File: config.mk
export PLATFORM = sky130hd
export DESIGN_NAME = spq_classify
export DESIGN_NICKNAME = d
export VERILOG_FILES = /design/src/sv/spq_pkg.sv /design/src/sv/spq_classify.sv
export SDC_FILE = /design/constraint.sdc
export NUM_CORES = 1
export LEC_CHECK = 0
export ABC_AREA = 1
export BUFFER_PORTS_ARGS = -buffer_cell sky130_fd_sc_hd__buf_4
export CAP_MARGIN = 40
export CORE_AREA = 2 2 39 41
export DETAILED_ROUTE_END_ITERATION = 7
export DIE_AREA = 0 0 41 43
export PLACE_DENSITY = 0.5
export SETUP_SLACK_MARGIN = 0.15
export SLEW_MARGIN = 15
export SYNTH_ARGS = -nofsm -noshare
export SYNTH_HDL_FRONTEND = slang
export SYNTH_SLANG_ARGS = --single-unit
File: constraint.sdc
create_clock -name vclk -period 1.9
set_input_delay 0.475 -clock vclk [all_inputs]
set_output_delay 0.475 -clock vclk [all_outputs]
set_load 0.05 [all_outputs]
File: src/sv/spq_pkg.sv
// Shared types, constants and helper functions of the strict-priority packet queue.
`default_nettype none

package spq_pkg;

    // Queue geometry.
    localparam int FIFO_DEPTH  = 64;
    localparam int NUM_CLASSES = 4;
    localparam int CLS_W       = $clog2(NUM_CLASSES);
    localparam int PTR_W       = (FIFO_DEPTH > 2) ? $clog2(FIFO_DEPTH) : 1;
    localparam int CNT_W       = $clog2(FIFO_DEPTH + 1);
    localparam int MEM_DEPTH   = NUM_CLASSES * FIFO_DEPTH;
    localparam int ADDR_W      = $clog2(MEM_DEPTH);

    // Field widths.
    localparam int TYPE_W  = 4;
    localparam int SIZE_W  = 14;
    localparam int TAG_W   = 16;
    localparam int STAT_W  = 3;
    localparam int SERV_W  = 3;
    localparam int WAIT_W  = 40;
    localparam int TOTAL_W = 40;
    localparam int PPB_W   = 16;
    localparam int CFG_IDX_W  = 2;
    localparam int CFG_DATA_W = 16;

    // Byte counts held in a class and all classes above it.
    localparam int SUFFIX_W = $clog2(MEM_DEPTH * ((2 ** SIZE_W) - 1) + 1);
    localparam int PROD_W   = SUFFIX_W + PPB_W;
    localparam int WIDE_W   = (PROD_W > WAIT_W) ? PROD_W : WAIT_W;
    localparam logic [WAIT_W-1:0] WAIT_MAX = '1;

    // Serving indication when no class is selected.
    localparam logic [SERV_W-1:0] IDLE_CLASS = SERV_W'(NUM_CLASSES);

    // Opcodes.
    localparam logic OP_ENQUEUE = 1'b0;
    localparam logic OP_SERVICE = 1'b1;

    // Result status codes.
    localparam logic [STAT_W-1:0] ST_ENQUEUED = 3'd0;
    localparam logic [STAT_W-1:0] ST_SENT     = 3'd1;
    localparam logic [STAT_W-1:0] ST_NOTHING  = 3'd2;
    localparam logic [STAT_W-1:0] ST_UNKNOWN  = 3'd3;
    localparam logic [STAT_W-1:0] ST_FULL     = 3'd4;

    // Packet type code boundaries.
    localparam logic [TYPE_W-1:0] TYPE_LAST_CTRL = 4'd6;
    localparam logic [TYPE_W-1:0] TYPE_NDP       = 4'd7;
    localparam logic [TYPE_W-1:0] TYPE_LAST_BULK = 4'd10;

    // Fixed class assignments.
    localparam logic [CLS_W-1:0] CLS_CTRL    = 2'd3;
    localparam logic [CLS_W-1:0] CLS_NDP_HDR = 2'd3;
    localparam logic [CLS_W-1:0] CLS_NDP_RTX = 2'd2;
    localparam logic [CLS_W-1:0] CLS_NDP_NEW = 2'd1;
    localparam logic [CLS_W-1:0] CLS_BULK    = 2'd1;

    // Configuration register indexes.
    localparam logic [CFG_IDX_W-1:0] CFG_LONG_HEADER = 2'd0;
    localparam logic [CFG_IDX_W-1:0] CFG_LONG_RETX   = 2'd1;
    localparam logic [CFG_IDX_W-1:0] CFG_LONG_NEW    = 2'd2;
    localparam logic [CFG_IDX_W-1:0] CFG_PS_PER_BYTE = 2'd3;

    // Configuration reset values.
    localparam logic [CLS_W-1:0] RST_LONG_HEADER = 2'd3;
    localparam logic [CLS_W-1:0] RST_LONG_RETX   = 2'd2;
    localparam logic [CLS_W-1:0] RST_LONG_NEW    = 2'd1;
    localparam logic [PPB_W-1:0] RST_PS_PER_BYTE = 16'd80;

    // One stored descriptor.
    typedef struct packed {
        logic [TAG_W-1:0]  tag;
        logic [SIZE_W-1:0] size;
    } entry_t;

    // One input beat.
    typedef struct packed {
        logic              opcode;
        logic [TYPE_W-1:0] type_code;
        logic              header_only;
        logic              long_flow;
        logic              retransmitted;
        logic [SIZE_W-1:0] pkt_size;
        logic [TAG_W-1:0]  pkt_tag;
    } item_t;

    // Long-flow class settings used by the classifier.
    typedef struct packed {
        logic [CLS_W-1:0] long_header_class;
        logic [CLS_W-1:0] long_retx_class;
        logic [CLS_W-1:0] long_new_class;
    } class_cfg_t;

    // Classifier verdict.
    typedef struct packed {
        logic             known;
        logic [CLS_W-1:0] cls;
    } cls_res_t;

    // Result held between the state-update stage and the output stage.
    typedef struct packed {
        logic [STAT_W-1:0]   status;
        logic [CLS_W-1:0]    chosen_class;
        logic [SUFFIX_W-1:0] ahead;
        logic [TAG_W-1:0]    sent_tag;
        logic [SIZE_W-1:0]   sent_size;
        logic [SERV_W-1:0]   serving_class;
        logic [TOTAL_W-1:0]  bytes_sent_total;
    } mid_item_t;

    // Advance a ring pointer by one place.
    function automatic logic [PTR_W-1:0] ptr_inc(input logic [PTR_W-1:0] p);
        logic [PTR_W-1:0] r;
        if (p == PTR_W'(FIFO_DEPTH - 1)) begin
            r = '0;
        end
        else begin
            r = p + PTR_W'(1);
        end
        return r;
    endfunction

    // Flat descriptor memory address of one slot of one class.
    function automatic logic [ADDR_W-1:0] mem_addr(input logic [CLS_W-1:0] c,
                                                   input logic [PTR_W-1:0] p);
        return ADDR_W'(c) * ADDR_W'(FIFO_DEPTH) + ADDR_W'(p);
    endfunction

endpackage

`default_nettype wire

File: src/sv/spq_classify.sv
// Packet classifier: maps type code and flags to a traffic class.
`default_nettype none

module spq_classify (
    input  wire spq_pkg::item_t      item,
    input  wire spq_pkg::class_cfg_t cfg,
    output spq_pkg::cls_res_t        res
);

    // Control traffic goes top, NDP data by its flags, other known types to bulk.
    always_comb
    begin
        res.known = 1'b1;
        res.cls   = spq_pkg::CLS_BULK;
        if (item.type_code <= spq_pkg::TYPE_LAST_CTRL) begin
            res.cls = spq_pkg::CLS_CTRL;
        end
        else if (item.type_code == spq_pkg::TYPE_NDP) begin
            if (item.header_only) begin
                res.cls = item.long_flow ? cfg.long_header_class : spq_pkg::CLS_NDP_HDR;
            end
            else if (item.retransmitted) begin
                res.cls = item.long_flow ? cfg.long_retx_class : spq_pkg::CLS_NDP_RTX;
            end
            else begin
                res.cls = item.long_flow ? cfg.long_new_class : spq_pkg::CLS_NDP_NEW;
            end
        end
        else if (item.type_code <= spq_pkg::TYPE_LAST_BULK) begin
            res.cls = spq_pkg::CLS_BULK;
        end
        else begin
            res.known = 1'b0;
        end
    end

endmodule

`default_nettype wire

---- Word-level counts from Yosys, hierarchy flattened ----
Index checks and enable logic that the tools add are counted.
word-level totals
  bits in registers ....................... 0
  logic and storage cells ................. 13
  output and inout port bits .............. 3
operators by class
  muxes and demuxes ....................... 10
  magnitude comparators ................... 2
  equality and inequality tests ........... 1
operator list
  cell                  count
  $mux W2               7
  $eq A4 B3 Y1 const B  1
  $le A4 B3 Y1 const B  1
  $le A4 B4 Y1 const B  1
  $mux W1               3

---- Depth between registers and ports, before layout ----
Gate-level depths: netlist (run 1).
  depth after elaboration ................. 5
  gate-level depth with buffers ........... 6
  mapped depth without buffers ............ 6

---- Least setup slack after synthesis (run 1) ----
Ideal clock, no wire load.
  path kind ............................... input-to-output
  start point ............................. in item[33] (netlist bit)
  end point ............................... out res[2] (netlist bit)
  arrival time ............................ 1.647 ns
  stages .................................. 3
  path slack .............................. -0.222 ns
  path buffers ............................ 0
  path through ............................ nand2_1 > inv_1 > o21ai_0
RTL lines
  item             RTL line           RTL
  start, declared  spq_classify.sv:5  input wire spq_pkg::item_t item,
  end, declared    spq_classify.sv:7  output spq_pkg::cls_res_t res

==> metrics.txt, run 1 <==
status=finished clean; core area=between 1000 and 1500 sq um; Power per Cell Area=226 nW/um^2; P_sw=just under 0.03 mW; combinational cell fraction of total power=1.000; Max Cap Viol=0; DIE AREA=1760 sq um; Critical Path RT=around 1400 ps; DRT Pass-1 Iters=1; Warnings, synthesis=0; vias in the first global route=155; final setup margin=just over 300 ps; Register Area=0 sq um; CTS Hold Bufs=0; Max-slew headroom=0.903; syn_nets=72; final period utilization=0.840; final net count=90; placed cell count=60; DRT Wirelength=around 370 um; Post-CTS Repair Setup Buffers=0; RSZ-0062 raised after global routing=false; initial antenna violation count=0; Synth area leaders=nand2_1 42%, inv_1 20%, nand3_1 13%, nor2_1 9.8%, nand2_2 5.4%; Critical Path AT=roughly 1100 ps; clock share of power=0; first-pass GRT wire length=~550 um; Leakage Power=0.160 nW; f_max=0.626 GHz; Via density=roughly 3.3; Antenna Cells=0; setup slack at placement=between 200 and 300 ps; DRC Markers=0; crit path capture type=primary output; Syn Inst Count=28; I/O pin count=47; largest net degree at the start of global routing=6; Synth area leader=nand2_1; internal power=around 0.028 mW; worst slew pin tran=approximately 150 ps; chip width=41 um; sequential area share after synthesis=0; sw frac=0.509; Critical Path Source Type=primary input; # setup viols final=0; Clock Buffer Count=0; post-route non-filler standard cell count=60; Syn Area/Cell=around 4.1 sq um; Synth cell types=7; total gr overflow=0; critical path peak fanout=5; post-CTS sizing=0; Filler cells=about 160; gr usage total=0.0410; top cells by count, synth=13 x nand2_1, 6 x inv_1, 3 x nand3_1, 3 x nor2_1; Setup TNS Final=0 ps; Final Hold Viols=0; worst vdd ir=0.118 mV; Layout area overhead=122%; Die Y=43 um; sequential cell count=0; worst min-delay path category=primary input to primary output; share of layout cells above drive strength 1=0.386; top-count cell post-synth=nand2_1; row cnt=14; number of antenna-violating nets in the routed design=0; drt wl/cell=6.12 um; total power=between 0.05 and 0.06 mW; sequential power share=0; DRT iter0 DRCs=0; Port Buffers=16; crit path time final=around 1600 ps; synthesized area=around 120 sq um; Starting Density=0.0832; Max Transition Viols Final=0; area share of the largest cell type after synthesis=0.424; WS Path Type=primary input to primary output; Placer Congestion=0.584; via count=~200
[kinds of logic (layout without fill, tap and decap cells)]
kind of cell    Yosys count  count (layout)  synth area share
buf+inv                   6              22             0.196
compound gates            1               1            0.0434
simple gates             21              21             0.761
[routing by layer]
metal / global-route usage / share of wire
met1: 0.0759 / 0.51
met2: 0.0531 / 0.29
met3: 0 / 0.20
met4: 0 / 0
met5: 0 / 0
[layout make-up]
| type | count | area (sq um) | area share |
|---|---|---|---|
| timing repair buffer | 16 | 120 | 0.471 |
| multi-input combinational | 22 | 92.6 | 0.363 |
| inverter | 6 | 22.5 | 0.0882 |
| tap | 16 | 20.0 | 0.0784 |
[final timing paths]
check | from | cells past startpoint | end
max | item[31] | 6 | res[0]
min | item[35] | 3 | res[2]
[metrics by stage]
stage	hold slack, ps	cell area, sq um	utilization
detailed placement	1270	255	0.184
finish	1270	255	0.184
global placement	1270	255	0.184
floorplan	1260	115	-
global route	1300	255	0.184
CTS	1270	255	0.184
[cell usage in the layout, fill, tap and decap left out, drive strengths merged]
cell type,netlist,final
or2,1,1
buf,0,16
o21ai,1,1
nor2,3,3
nand3,3,3
nand2,14,14
inv,6,6
[power groups by stage]
stage / logic (mW) / clock network, mW / registers [mW]
after global routing: 0.0637 / 0 / 0
final: 0.0576 / 0 / 0
after CTS: 0.0582 / 0 / 0
after detailed placement: 0.0580 / 0 / 0
after floorplan: 0.0274 / 0 / 0
after global placement: 0.0580 / 0 / 0
[critical path, stage by stage]
cell	delay, ps
buf_4	110
nand2_2	50
or2_0	180
nand2_1	70
nand2_1	50
buf_4	180
Note: power is estimated with default switching activity, not from simulation.
==> run 2, diff against run 1 <==
--- a/config.mk
+++ b/config.mk
@@ -5,13 +5,13 @@
 export SDC_FILE = /design/constraint.sdc
 export NUM_CORES = 1
 export LEC_CHECK = 0
-export ABC_AREA = 1
+export ABC_AREA = 0
 export BUFFER_PORTS_ARGS = -buffer_cell sky130_fd_sc_hd__buf_4
 export CAP_MARGIN = 40
 export CORE_AREA = 2 2 39 41
 export DETAILED_ROUTE_END_ITERATION = 7
 export DIE_AREA = 0 0 41 43
-export PLACE_DENSITY = 0.5
+export PLACE_DENSITY = 0.48
 export SETUP_SLACK_MARGIN = 0.15
 export SLEW_MARGIN = 15
 export SYNTH_ARGS = -nofsm -noshare
==> constraint.sdc (replaced) <==
create_clock -name vclk -period 1.7
set_input_delay 0.425 -clock vclk [all_inputs]
set_output_delay 0.425 -clock vclk [all_outputs]
set_load 0.05 [all_outputs]
==> metrics.txt, run 2 <==
status=finished clean (unchanged); final period utilization=0.920; crit-path max cell delay=280 ps (was 180 ps); WS Path Type=primary input to primary output (unchanged); gr usage total=0.0380 (was 0.0410); row cnt=14 (unchanged); RSZ-0062 raised after global routing=true (was false); DRT Wirelength=351 um (was 367 um); DP Wirelength=between 300 and 400 um; final net count=76 (was 90); critical path, cell by cell=buf_8, nor2_2, o211ai_1, a211o_1, buf_6 (was buf_4, nand2_2, or2_0, nand2_1, nand2_1, buf_4); crit path capture type=primary output (unchanged); Setup TNS Final=0 ps (unchanged); drt wl/cell=7.63 um (was 6.12 um); DRT Pass-1 Iters=1 (unchanged); number of antenna-violating nets in the routed design=0 (unchanged); Max Cap Viol=0 (unchanged); I/O pin count=47 (unchanged); placed instance area=231 sq um (was 255 sq um); post-route non-filler standard cell count=46 (was 60); most frequent cells in the layout=10 x buf_4, 5 x buf_6, 3 x nand2_1 (was 16 x buf_4, 13 x nand2_1, 6 x inv_1); Via density=3.74 (was 3.27); Register Area=0 sq um (unchanged); synthesized area=88.8 sq um (was 115 sq um); worst vdd ir=0.0516 mV (was 0.118 mV); share of layout cells above drive strength 1=0.633 (was 0.386); Synth area leaders=a211o_1 20%, nand3b_1 17%, nand2_1 13%, nand4bb_1 13%, a21o_1 8.5% (was nand2_1 42%, inv_1 20%, nand3_1 13%, nor2_1 9.8%, nand2_2 5.4%); top-count cell post-synth=nand2_1 (unchanged); crit path time final=approximately 1600 ps; Starting Density=0.0642 (was 0.0832); largest net degree at the start of global routing=7 (was 6); WP buf/inv=2 (unchanged); total gr overflow=0 (unchanged); sequential cell count=0 (unchanged); Syn Inst Count=14 (was 28); worst min-delay path category=primary input to primary output (unchanged); Final Hold Viols=0 (unchanged); top cells by count, synth=3 x nand2_1, 2 x a211o_1, 2 x nand3b_1, 2 x nor2_1 (was 13 x nand2_1, 6 x inv_1, 3 x nand3_1, 3 x nor2_1); design area=267 sq um (was 255 sq um); Leakage Power=0.114 nW (was 0.160 nW); chip width=41 um (unchanged); Antenna Cells=0 (unchanged); via count=172 (was 196); Critical Path Source Type=primary input (unchanged); vias in the first global route=137 (was 155); Power per Cell Area=239 nW/um^2 (was 226 nW/um^2); critical path peak fanout=4 (was 5); DRC Markers=0 (unchanged); Critical Path RT=1270 ps (was 1420 ps); Post-CTS Repair Setup Buffers=0 (unchanged); DIE AREA=1760 sq um (unchanged); # setup viols final=0 (unchanged); Layout area overhead=200% (was 122%); placed cell count=46 (was 60); area share of the largest cell type after synthesis=0.197 (was 0.424); Warnings, synthesis=0 (unchanged); delay-heaviest family, CP=compound AO/OA/AOI/OAI gates (was simple AND/OR/NAND/NOR gates); Critical Path AT=1140 ps (was 1120 ps); Clock Buffer Count=0 (unchanged); first-pass GRT wire length=510 um (was 545 um); Port Buffers=16 (unchanged); Synth cell types=9 (was 7); initial antenna violation count=0 (unchanged); Synth area leader=a211o_1 (was nand2_1); CP max-delay cell=a211o_1 (was or2_0); Max Transition Viols Final=0 (unchanged); Max-slew headroom=0.898 (was 0.903); Placer Congestion=0.532 (was 0.584); most common cell after layout, fill and taps aside=buf_4 (unchanged); core area=1380 sq um (unchanged); f_max=around 0.64 GHz; worst slew pin tran=153 ps (was 146 ps); Syn Area/Cell=6.35 sq um (was 4.11 sq um); total power=0.0637 mW (was 0.0576 mW); sequential area share after synthesis=0 (unchanged); DRT iter0 DRCs=0 (unchanged); syn_nets=58 (was 72); Die Y=43 um (unchanged)
[run 2: changes by cell type after synthesis, sizes merged, moves of 2 or more]
cell,before,now
nand2,14,3
nand3b,0,2
nand3,3,1
a211o,0,2
inv,6,0
[run 2: kinds of logic (layout without fill, tap and decap cells)]
group                  count (synthesis)  count (layout)  share of synthesized area
AO/OA/AOI/OAI                          5               5                      0.437
buffers and inverters                  0              16                          0
AND/OR/NAND/NOR                        9               9                      0.563
[run 2: area by class of cell]
cell class         instances  area (sq um)
repair buffers            16           146
fillers                  160          1120
multi-input cells         14           100
well taps                 16          20.0
[run 2: metal layers]
metal,track usage,vias up,part of all wire
li1,-,88,-
met1,0.0285,77,0.26
met2,0.0906,7,0.62
met3,0,0,0.12
met4,0,0,0
met5,0,-,0
[run 2: power by group]
part / switching, mW / internal (mW)
Clock: 0 / 0
Sequential: 0 / 0
Combinational: 0.0276 / 0.0360
Total: 0.0276 / 0.0360
[run 2: path summary, 6_finish.rpt]
check                     from      to  slack, ps  cells past startpoint
worst min-delay path  item[36]  res[1]       1120                      3
worst max-delay path  item[30]  res[0]        140                      5
[run 2: per-stage QoR]
| stage | setup WS (ps) | util | hold slack (ps) |
|---|---|---|---|
| finish | 135 | 0.193 | 1120 |
| global route | 102 | 0.193 | 1130 |
| CTS | 68.0 | 0.181 | 1120 |
| detailed placement | 61.3 | 0.167 | 1160 |
| global placement | 61.2 | 0.167 | 1160 |
| floorplan | 211 | - | 946 |
[run 2: timing repair]
action                     in CTS  in global routing
pin swaps                       3                  5
resized for setup               5                  4
hold buffers                    0                  0
setup endpoints to repair       2                  2
==> run 3, diff against run 2 <==
==> constraint.sdc (replaced) <==
create_clock -name vclk -period 1.57
set_input_delay 0.3925 -clock vclk [all_inputs]
set_output_delay 0.3925 -clock vclk [all_outputs]
set_load 0.05 [all_outputs]
==> metrics.txt, run 3 (synthesis gave the netlist of run 2 again) <==
design area=287 sq um (was 267 sq um); worst min-delay path category=primary input to primary output (unchanged); worst vdd ir=0.0364 mV (was 0.0516 mV); setup slack at placement=-34.2 ps (was 61.3 ps); Die Y=43 um (unchanged); Antenna Cells=0 (unchanged); Final Hold Viols=0 (unchanged); Hold Path Depth=3 (unchanged); chip width=41 um (unchanged); gr usage total=0.0390 (was 0.0380); Via density=3.64 (was 3.74); DRT Pass-1 Iters=1 (unchanged); crit path capture type=primary output (unchanged); DRT iter0 DRCs=0 (unchanged); Max Cap Viol=0 (unchanged); number of antenna-violating nets in the routed design=0 (unchanged); DIE AREA=1760 sq um (unchanged); crit path time final=~1500 ps; WS Path Type=primary input to primary output (unchanged); worst slew pin tran=160 ps (was 153 ps); drt wl/cell=7.79 um (was 7.63 um); final period utilization=0.981; total gr overflow=0 (unchanged); largest net degree at the start of global routing=7 (unchanged); via count=171 (was 172); Max Transition Viols Final=0 (unchanged); Critical Path RT=1180 ps (was 1270 ps); # setup viols final=0 (unchanged); Leakage Power=0.124 nW (was 0.114 nW); Placer Congestion=0.556 (was 0.532); post-route non-filler standard cell count=47 (was 46); DRC Markers=0 (unchanged); initial antenna violation count=0 (unchanged); critical path peak fanout=1 (was 4); I/O pin count=47 (unchanged); status=finished clean (unchanged); RSZ-0062 raised after global routing=true (unchanged); Starting Density=0.0642 (unchanged); Max-slew headroom=0.893 (was 0.898); placed cell count=47 (was 46); placed instance area=240 sq um (was 231 sq um); share of layout cells above drive strength 1=0.677 (was 0.633); vias in the first global route=152 (was 137); DP Wirelength=349 um (was 344 um); Critical Path AT=1150 ps (was 1140 ps); Register Area=0 sq um (unchanged); first-pass GRT wire length=524 um (was 510 um); Layout area overhead=223% (was 200%); most common cell after layout, fill and taps aside=buf_4 (unchanged); f_max=around 0.65 GHz; DRT Wirelength=366 um (was 351 um); fin util=0.207 (was 0.193); Clock Buffer Count=0 (unchanged); Critical Path Source Type=primary input (unchanged); Port Buffers=16 (unchanged); hold slack final=1050 ps (was 1120 ps); Post-CTS Repair Setup Buffers=0 (unchanged); sequential cell count=0 (unchanged); most frequent cells in the layout=9 x buf_4, 6 x buf_6, 3 x nand2_1 (was 10 x buf_4, 5 x buf_6, 3 x nand2_1); final setup margin=30.4 ps (was 135 ps); core area=1380 sq um (unchanged); Power per Cell Area=254 nW/um^2 (was 239 nW/um^2); row cnt=14 (unchanged); final net count=77 (was 76)
==> run 3: changes by cell type in the layout (fill, tap and decap cells not counted) <==
cell | before | now
a211o_1 | 2 | 1
a211o_2 | 0 | 1
buf_4 | 10 | 9
buf_6 | 5 | 6
buf_8 | 1 | 2
==> run 3: timing repair <==
item	4_1_cts	5_1_grt
endpoints found under the setup margin	2	2
pin swaps	4	0
hold buffers	0	0
resized for setup	7	5
==> run 3: stage by stage <==
stage | setup TNS, ps | power [mW]
floorplan | 0 | 0.0253
global placement | -23.3 | 0.0638
detailed placement | -34.2 | 0.0643
CTS | 0 | 0.0696
global route | 0 | 0.0776
finish | 0 | 0.0729
==> run 3: worst max-delay path: stages <==
cell and delay [ps]:
buf_6 90, a211o_1 290, a31oi_2 170, nor2_2 60
buf_6 150
==> run 3: final timing paths <==
kind | startpoint | endpoint | slack, ps
max | cfg[1] | res[1] | 30
min | item[36] | res[1] | 1050
==> run 3: final cells by class <==
class	instances	area, sq um
Timing Repair Buffer	17	165
Fill cell	162	1100
Tap cell	16	20.0
Multi-Input combinational cell	14	101
==> run 3: metal layers <==
layer / wire length (um) / track usage / up-vias / part of all wire
met1: 96 / 0.0222 / 74 / 0.26
met4: 0 / 0 / 0 / 0
met3: 29 / 0 / 0 / 0.079
li1: - / - / 90 / -
met5: 0 / 0 / - / 0
met2: 240 / 0.100 / 7 / 0.66
==> run 3: power by group <==
part	internal [mW]	switching, mW
sequential	0	0
clock	0	0
combinational	0.0424	0.0306
